`src/rtl/pgte_pkg.sv`:
```
// ----------------------------------------------------------------------------
// pgte_pkg: shared types and codes for the particle/grid transfer engine
// Operation codes, column/index types and the controller-to-datapath command.
// ----------------------------------------------------------------------------
package pgte_pkg;

    typedef logic [3:0]         t_op;
    typedef logic [3:0]         t_col;
    typedef logic [9:0]         t_idx;
    typedef logic signed [31:0] t_word;

    localparam t_op OP_CLRNODE   = 4'd0;
    localparam t_op OP_CLRPOINT  = 4'd1;
    localparam t_op OP_WRPOINT   = 4'd2;
    localparam t_op OP_WRNODE    = 4'd3;
    localparam t_op OP_RDPOINT   = 4'd4;
    localparam t_op OP_RDNODE    = 4'd5;
    localparam t_op OP_P2G       = 4'd6;
    localparam t_op OP_G2P       = 4'd7;
    localparam t_op OP_NODEGRAD  = 4'd8;
    localparam t_op OP_NODEDIV   = 4'd9;
    localparam t_op OP_POINTGRAD = 4'd10;

    // coefficient select
    localparam logic [1:0] COEF_W  = 2'd0;
    localparam logic [1:0] COEF_GX = 2'd1;
    localparam logic [1:0] COEF_GY = 2'd2;
    localparam logic [1:0] COEF_GZ = 2'd3;

    // configuration register indexes
    localparam logic [1:0] CFG_DIM   = 2'd0;
    localparam logic [1:0] CFG_PCOLS = 2'd1;
    localparam logic [1:0] CFG_NCOLS = 2'd2;

    typedef struct packed {
        logic       cap;       // capture input item
        logic       mem_rd;    // read both stores
        logic       mul;       // register product
        logic       wb;        // accumulate and write target
        logic       wr_zero;   // write zero to target
        logic       wr_data;   // write item data to target
        logic       rd_cap;    // capture read word
        logic       fin;       // load output register
        logic       tgt_node;  // target store is the node store
        logic       negate;    // subtract product
        logic [1:0] coef_sel;
        t_col       p_col;
        t_col       n_col;
    } t_cmd;

    typedef struct packed {
        logic pok;
        logic nok;
    } t_stat;

endpackage

```
`src/rtl/pgte_ctrl.sv`:
```
// ----------------------------------------------------------------------------
// pgte_ctrl: operation sequencer
// Holds the configuration, decodes each item and steps the term counters
// that drive the datapath's read, multiply and write-back phases.
// ----------------------------------------------------------------------------
module pgte_ctrl
    import pgte_pkg::*;
#(
    parameter int MAX_COLS = 9
) (
    input  logic       i_clk,
    input  logic       i_rst_n,
    input  logic       i_cfg_wr_en,
    input  logic [1:0] i_cfg_idx,
    input  logic [3:0] i_cfg_data,
    input  logic       i_in_valid,
    input  t_op        i_op,
    input  t_col       i_col,
    input  logic       i_out_ready,
    input  t_stat      i_stat,
    output logic       o_in_ready,
    output logic       o_out_valid,
    output t_cmd       o_cmd
);

    localparam logic [3:0] S_IDLE = 4'd0;
    localparam logic [3:0] S_DEC  = 4'd1;
    localparam logic [3:0] S_CLR  = 4'd2;
    localparam logic [3:0] S_WR   = 4'd3;
    localparam logic [3:0] S_RDA  = 4'd4;
    localparam logic [3:0] S_RDB  = 4'd5;
    localparam logic [3:0] S_TERM = 4'd6;
    localparam logic [3:0] S_MUL  = 4'd7;
    localparam logic [3:0] S_ADD  = 4'd8;
    localparam logic [3:0] S_FIN  = 4'd9;

    localparam logic [3:0] MAXC = 4'(MAX_COLS);

    logic [3:0] r_state, n_state;
    t_op        r_op, n_op;
    t_col       r_col, n_col;
    logic [3:0] r_a, n_a;
    logic [1:0] r_b, n_b;
    logic       r_out_valid, n_out_valid;
    logic [1:0] r_dim;
    logic [3:0] r_pcols, r_ncols;

    logic [3:0] pc, nc, vc, bound_a, lim;
    logic [1:0] bound_b;
    logic [4:0] c;
    logic [2:0] b_inc;
    logic       is_val, term_ok;

    // configuration registers
    always_ff @(posedge i_clk) begin
        if (!i_rst_n) begin
            r_dim   <= 2'd3;
            r_pcols <= 4'd1;
            r_ncols <= 4'd1;
        end else if (i_cfg_wr_en) begin
            unique case (i_cfg_idx)
                CFG_DIM:   r_dim   <= i_cfg_data[1:0];
                CFG_PCOLS: r_pcols <= i_cfg_data;
                CFG_NCOLS: r_ncols <= i_cfg_data;
                default: ;
            endcase
        end
    end

    // loop bounds and term columns
    always_comb begin
        pc      = (r_pcols > MAXC) ? MAXC : r_pcols;
        nc      = (r_ncols > MAXC) ? MAXC : r_ncols;
        vc      = (pc < nc) ? pc : nc;
        is_val  = (r_op == OP_P2G) || (r_op == OP_G2P);
        bound_a = is_val ? vc : ((r_op == OP_NODEGRAD) ? pc : nc);
        bound_b = is_val ? 2'd1 : r_dim;
        lim     = (r_op == OP_NODEGRAD) ? nc : pc;
        c       = 5'(r_b) + 5'(r_a) * 5'(r_dim);
        term_ok = is_val || (c < 5'(lim));
        b_inc   = 3'(r_b) + 3'd1;
    end

    always_ff @(posedge i_clk) begin
        if (!i_rst_n) begin
            r_state     <= S_IDLE;
            r_out_valid <= 1'b0;
        end else begin
            r_state     <= n_state;
            r_out_valid <= n_out_valid;
        end
    end

    always_ff @(posedge i_clk) begin
        r_op  <= n_op;
        r_col <= n_col;
        r_a   <= n_a;
        r_b   <= n_b;
    end

    always_comb begin
        n_state     = r_state;
        n_op        = r_op;
        n_col       = r_col;
        n_a         = r_a;
        n_b         = r_b;
        n_out_valid = r_out_valid && !i_out_ready;
        o_in_ready  = 1'b0;
        o_cmd       = '0;

        // datapath column and target selection
        o_cmd.negate   = !is_val;
        o_cmd.coef_sel = is_val ? COEF_W : 2'(r_b + 2'd1);
        unique case (r_op)
            OP_CLRNODE, OP_CLRPOINT: begin
                o_cmd.p_col = r_a;
                o_cmd.n_col = r_a;
            end
            OP_P2G, OP_G2P: begin
                o_cmd.p_col = r_a;
                o_cmd.n_col = r_a;
            end
            OP_NODEGRAD: begin
                o_cmd.p_col = r_a;
                o_cmd.n_col = c[3:0];
            end
            OP_NODEDIV, OP_POINTGRAD: begin
                o_cmd.p_col = c[3:0];
                o_cmd.n_col = r_a;
            end
            default: begin
                o_cmd.p_col = r_col;
                o_cmd.n_col = r_col;
            end
        endcase
        o_cmd.tgt_node = (r_op == OP_CLRNODE) || (r_op == OP_WRNODE) ||
                         (r_op == OP_RDNODE) || (r_op == OP_P2G) ||
                         (r_op == OP_NODEGRAD) || (r_op == OP_NODEDIV);

        unique case (r_state)
            S_IDLE: begin
                // no accept while reset is held
                o_in_ready = i_rst_n;
                if (i_in_valid && i_rst_n) begin
                    o_cmd.cap = 1'b1;
                    n_op      = i_op;
                    n_col     = i_col;
                    n_a       = '0;
                    n_b       = '0;
                    n_state   = S_DEC;
                end
            end
            S_DEC: begin
                n_state = S_FIN;
                case (r_op)
                    OP_CLRNODE:  if (i_stat.nok) n_state = S_CLR;
                    OP_CLRPOINT: if (i_stat.pok) n_state = S_CLR;
                    OP_WRPOINT:  if (i_stat.pok && r_col < pc) n_state = S_WR;
                    OP_WRNODE:   if (i_stat.nok && r_col < nc) n_state = S_WR;
                    OP_RDPOINT:  if (i_stat.pok && r_col < pc) n_state = S_RDA;
                    OP_RDNODE:   if (i_stat.nok && r_col < nc) n_state = S_RDA;
                    OP_P2G, OP_G2P, OP_NODEGRAD, OP_NODEDIV, OP_POINTGRAD:
                        if (i_stat.pok && i_stat.nok) n_state = S_TERM;
                    default: ;
                endcase
            end
            S_CLR: begin
                o_cmd.wr_zero = 1'b1;
                if (r_a == MAXC - 4'd1) n_state = S_FIN;
                else n_a = r_a + 4'd1;
            end
            S_WR: begin
                o_cmd.wr_data = 1'b1;
                n_state       = S_FIN;
            end
            S_RDA: begin
                o_cmd.mem_rd = 1'b1;
                n_state      = S_RDB;
            end
            S_RDB: begin
                o_cmd.rd_cap = 1'b1;
                n_state      = S_FIN;
            end
            S_TERM: begin
                if (r_a >= bound_a || bound_b == 2'd0) begin
                    n_state = S_FIN;
                end else if (term_ok) begin
                    o_cmd.mem_rd = 1'b1;
                    n_state      = S_MUL;
                end else if (b_inc < 3'(bound_b)) begin
                    n_b = b_inc[1:0];
                end else begin
                    n_b = '0;
                    n_a = r_a + 4'd1;
                end
            end
            S_MUL: begin
                o_cmd.mul = 1'b1;
                n_state   = S_ADD;
            end
            S_ADD: begin
                o_cmd.wb = 1'b1;
                n_state  = S_TERM;
                if (b_inc < 3'(bound_b)) begin
                    n_b = b_inc[1:0];
                end else begin
                    n_b = '0;
                    n_a = r_a + 4'd1;
                end
            end
            S_FIN: begin
                if (!r_out_valid || i_out_ready) begin
                    o_cmd.fin   = 1'b1;
                    n_out_valid = 1'b1;
                    n_state     = S_IDLE;
                end
            end
            default: n_state = S_IDLE;
        endcase
    end

    assign o_out_valid = r_out_valid;

endmodule

```
`config.mk`:
```
export PLATFORM = sky130hd
export DESIGN_NAME = pgte_ctrl
export DESIGN_NICKNAME = d
export VERILOG_FILES = /design/src/rtl/pgte_pkg.sv /design/src/rtl/pgte_ctrl.sv
export SDC_FILE = /design/constraint.sdc
export NUM_CORES = 1
export LEC_CHECK = 0
export BUFFER_PORTS_ARGS = -buffer_cell sky130_fd_sc_hd__buf_4
export CAP_MARGIN = 30
export CORE_MARGIN = 3
export CORE_UTILIZATION = 58
export DETAILED_ROUTE_END_ITERATION = 8
export PLACE_DENSITY = 0.79
export SYNTH_ARGS = -nofsm -noshare
export SYNTH_HDL_FRONTEND = slang
export SYNTH_SLANG_ARGS = --single-unit
```
`constraint.sdc`:
```
create_clock -name i_clk -period 4.6 [get_ports i_clk]
set_clock_uncertainty 0.2 [all_clocks]
set_input_delay 0.69 -clock i_clk [delete_from_list [all_inputs] [get_ports i_clk]]
set_output_delay 0.69 -clock i_clk [all_outputs]
set_load 0.01 [all_outputs]
```
==> qor.yml <==
clock_tree:
  clock-root-buffer: "clkbuf_8"
  post_cts_buffers: 0
  insertion_delay_ns: 0.28
  cts_resized: 0
  htreeDepth: 2
  clkTransAtPathRegs_ns: 0.06
  cts-buffers-inserted: 5
  ctsHoldBuffers: 0
  cts_buffer_depth: 2
  cts_tree: "done"
  clock-sinks: 29
detailed_routing:
  drc: 0
  drt_wl_total_um: 7520
  viasPerCell: 6.21
  drtIter0Drc: 160
  vias: 2886
  routedWlPerCell_um: 16.2
  ant_nets: 0
  drt_pass1_iterations: 5
synth:
  synthAdderAreaFrac_pct: 13.2
  ys.flop_type: "dfxtp_1"
  ys.warnings.count: 0
  synth_top_family_by_area: "simple AND/OR/NAND/NOR gates"
  syn_inst: 361
  ys_ff_latch: 29
  syn_area_sq_um: 2930
  avgSynthCellArea_sq_um: 8.11
  seq_area_frac_synth_pct: 24.6
  synth.distinct_cells: 59
  muxShareOfSynthArea_pct: 3.59
  synth_edf_count: 14
  synth_fp_nets: 411
  yosys.area_share.simple_pct: 25.6
  synth-compound-area-share_pct: 24.3
  async_flop_share_pct: 0
  synth_xor_area_share_pct: 2.39
worst_setup_path:
  critPathTopFamily: "adder cells"
  critPathLaunch: "r_dim[0]"
  endpoint: "o_cmd[18]"
  rr_worst_depth: 12
  worstPathRequired_ns: 3.71
  rrSetupSlack_ns: 0.67
  critical_path.cell_chain: "nand2_1, fa_1, inv_1, ha_1, fa_1, ha_1, a211oi_2, o211ai_1, nand4_1, a31oi_2, o21ai_0, and3_1, buf_4"
  cp.depth: 13
  slowest_delay_ns: 0.49
  timing.rr.end: "r_a[0]"
  crit_path_end_kind: "output pin"
  r2r_start: "r_dim[0]"
  slowest_stage: "fa_1"
  crit_path_max_fanout: 7
  crit_type: "flip-flop to output pin"
  startpoint_type: "flip-flop"
  critPathBufInv: 2
  worst_ep_arrival_time_ns: 3.49
finish:
  drive_gt1_share_pct: 16.6
  area_delta_synth_final_pct: 15.6
  nets: 447
  fillers: 383
  instances_no_fill: 465
  n_antenna_cell: 0
  post-route-util_pct: 70.7
floorplanning:
  die_h_um: 77.0
  placementRows: 25
  die_w_um: 77.0
  design.die.area_sq_um: 5930
  core-area_sq_um: 4790
  start_util_pct: 61.2
  ios: 43
outcome:
  status: "finished, final reports clean"
global_route:
  grt_overflow_total: 0
  grt_usage_pct: 25.9
  grt_antenna_before_repair: 0
  grt_max_degree: 26
  grt_pass1_wl_um: 12500
  grt_pass1_vias: 2597
pwr:
  p_comb_share_pct: 59.2
  p_clk_share_pct: 15.2
  power.internal_mw: 0.813
  fin_total_pwr_mw: 1.44
  p_per_area_nw_per_um2: 425
  vdd_drop_max_uv: 278
  p_seq_share_pct: 25.6
  leakage_nw: 1.41
  swShare_pct: 43.5
  p_switching_mw: 0.627
timing:
  maxSlewViolCount: 0
  finalCritPeriodShare_pct: 95.2
  finalSetupTns_ns: 0
  final-setup-viol-count: 0
  slew-limit-headroom_pct: 47.8
  min_period_ns: 4.38
  hold_viol_final: 0
  worstMarginPinSlew_ns: 0.772
  holdWs_ns: 0.332
  max_clock_freq_ghz: 0.228
placed_design:
  portBuffers: 42
  dp_cells: 457
  gp_congestion: 0.937
  hpwl_um: 5720
hold_path:
  hp-class: "flip-flop to flip-flop"
job:
  cap_violations: 0
## logic make-up (layout without fill, tap and decap cells)
kind of cell             after synthesis  in the layout
AND/OR/NAND/NOR                      141            141
AO/OA/AOI/OAI                        101            101
buffers and inverters                 43             80
adder cells (fa/ha/maj)               29             29
flip-flops                            29             29
multiplexers                          10             10
XOR/XNOR                               8              8
## cell usage in the layout (no fill, tap or decap), drive strengths merged, types with 4 or more instances in the layout
cell and n:
xnor2 4, nor3 16, a21o 6, inv 21, o211ai 7, a211oi 4
dfxtp 15, nand2b 8, a31oi 6, a221o 9, a21oi 16, ha 26
a22oi 7, o21ai 22, nand3 6, mux2i 9, nor4b 5, xor2 4
and2 12, edfxtp 14, nor2b 15, clkbuf 8, nor4 6, buf 51
nand2 33, nor2 28
## per-stage QoR
stage          setup WS, ns  cell area, sq um
2_1_floorplan         0.550              2930
3_3_place_gp          0.517              3290
3_5_place_dp          0.439              3290
4_1_cts               0.118              3380
5_1_grt             -0.0217              3380
6_report              0.219              3380
## per-layer routing
metal / vias to the layer above / track usage, % / routed length [um]
met3: 20 / 3.99 / 521
met2: 131 / 42.9 / 3620
met5: - / 0 / 0
met4: 0 / 9.43 / 168
li1: 1409 / - / -
met1: 1326 / 34.2 / 3220
## worst reg2reg max path: stages, from the launching register on
cell	delay, ns
dfxtp_1	0.41
nand2_1	0.10
fa_1	0.49
inv_1	0.04
ha_1	0.21
fa_1	0.49
ha_1	0.34
a211oi_2	0.09
o211ai_1	0.10
nand4_1	0.13
a31oi_2	0.28
a21oi_1	0.14
a211oi_1	0.55
## Yosys cell counts, types with 7 or more instances
cell type / number / area [sq um]
inv_1: 20 / 75.1
o21ai_0: 22 / 110
ha_1: 26 / 325
and2_1: 12 / 75.1
clkbuf_1: 12 / 45.0
a22oi_1: 7 / 52.6
a21oi_1: 16 / 80.1
a221o_1: 9 / 90.1
dfxtp_1: 15 / 300
nand2_1: 33 / 124
nand2b_1: 8 / 50.1
edfxtp_1: 14 / 420
mux2i_1: 9 / 90.1
nor3_1: 16 / 80.1
nor2_1: 27 / 101
nor2b_1: 15 / 93.8
## sequential cells by signal (all words and copies together) (netlist names)
signal and count:
r_a 4, r_pcols 4, o_out_valid 1, r_col 4, r_dim 2, r_op 4
r_b 2, r_state 4, r_ncols 4
## cell type report
| type | instances | area (sq um) | area share [%] |
|---|---|---|---|
| Multi-Input combinational cell | 289 | 2030 | 59.9 |
| Sequential cell | 29 | 722 | 21.3 |
| Timing Repair Buffer | 51 | 383 | 11.3 |
| Clock buffer | 8 | 90.1 | 2.66 |
| Tap cell | 67 | 83.8 | 2.48 |
| Inverter | 21 | 78.8 | 2.33 |
## power groups by stage
stage | sequential (mW) | combinational, mW | clock, mW
3_5_place_dp | 0.373 | 0.817 | 0
6_report | 0.369 | 0.852 | 0.218
3_3_place_gp | 0.371 | 0.793 | 0
2_1_floorplan | 0.346 | 0.601 | 0
5_1_grt | 0.376 | 0.953 | 0.238
4_1_cts | 0.367 | 0.822 | 0.224
## worst min path at each step
stage,depth (start not counted),to,from,slack (ns)
6_report,2,o_out_valid,o_out_valid,0.33
5_1_grt,1,r_op[1],i_op[1],0.37
4_1_cts,2,o_out_valid,o_out_valid,0.34
3_5_place_dp,2,o_out_valid,o_out_valid,0.33
3_3_place_gp,2,o_out_valid,o_out_valid,0.32
2_1_floorplan,2,r_ncols[1],r_ncols[1],0.31
(Power assumes the default switching activity.)
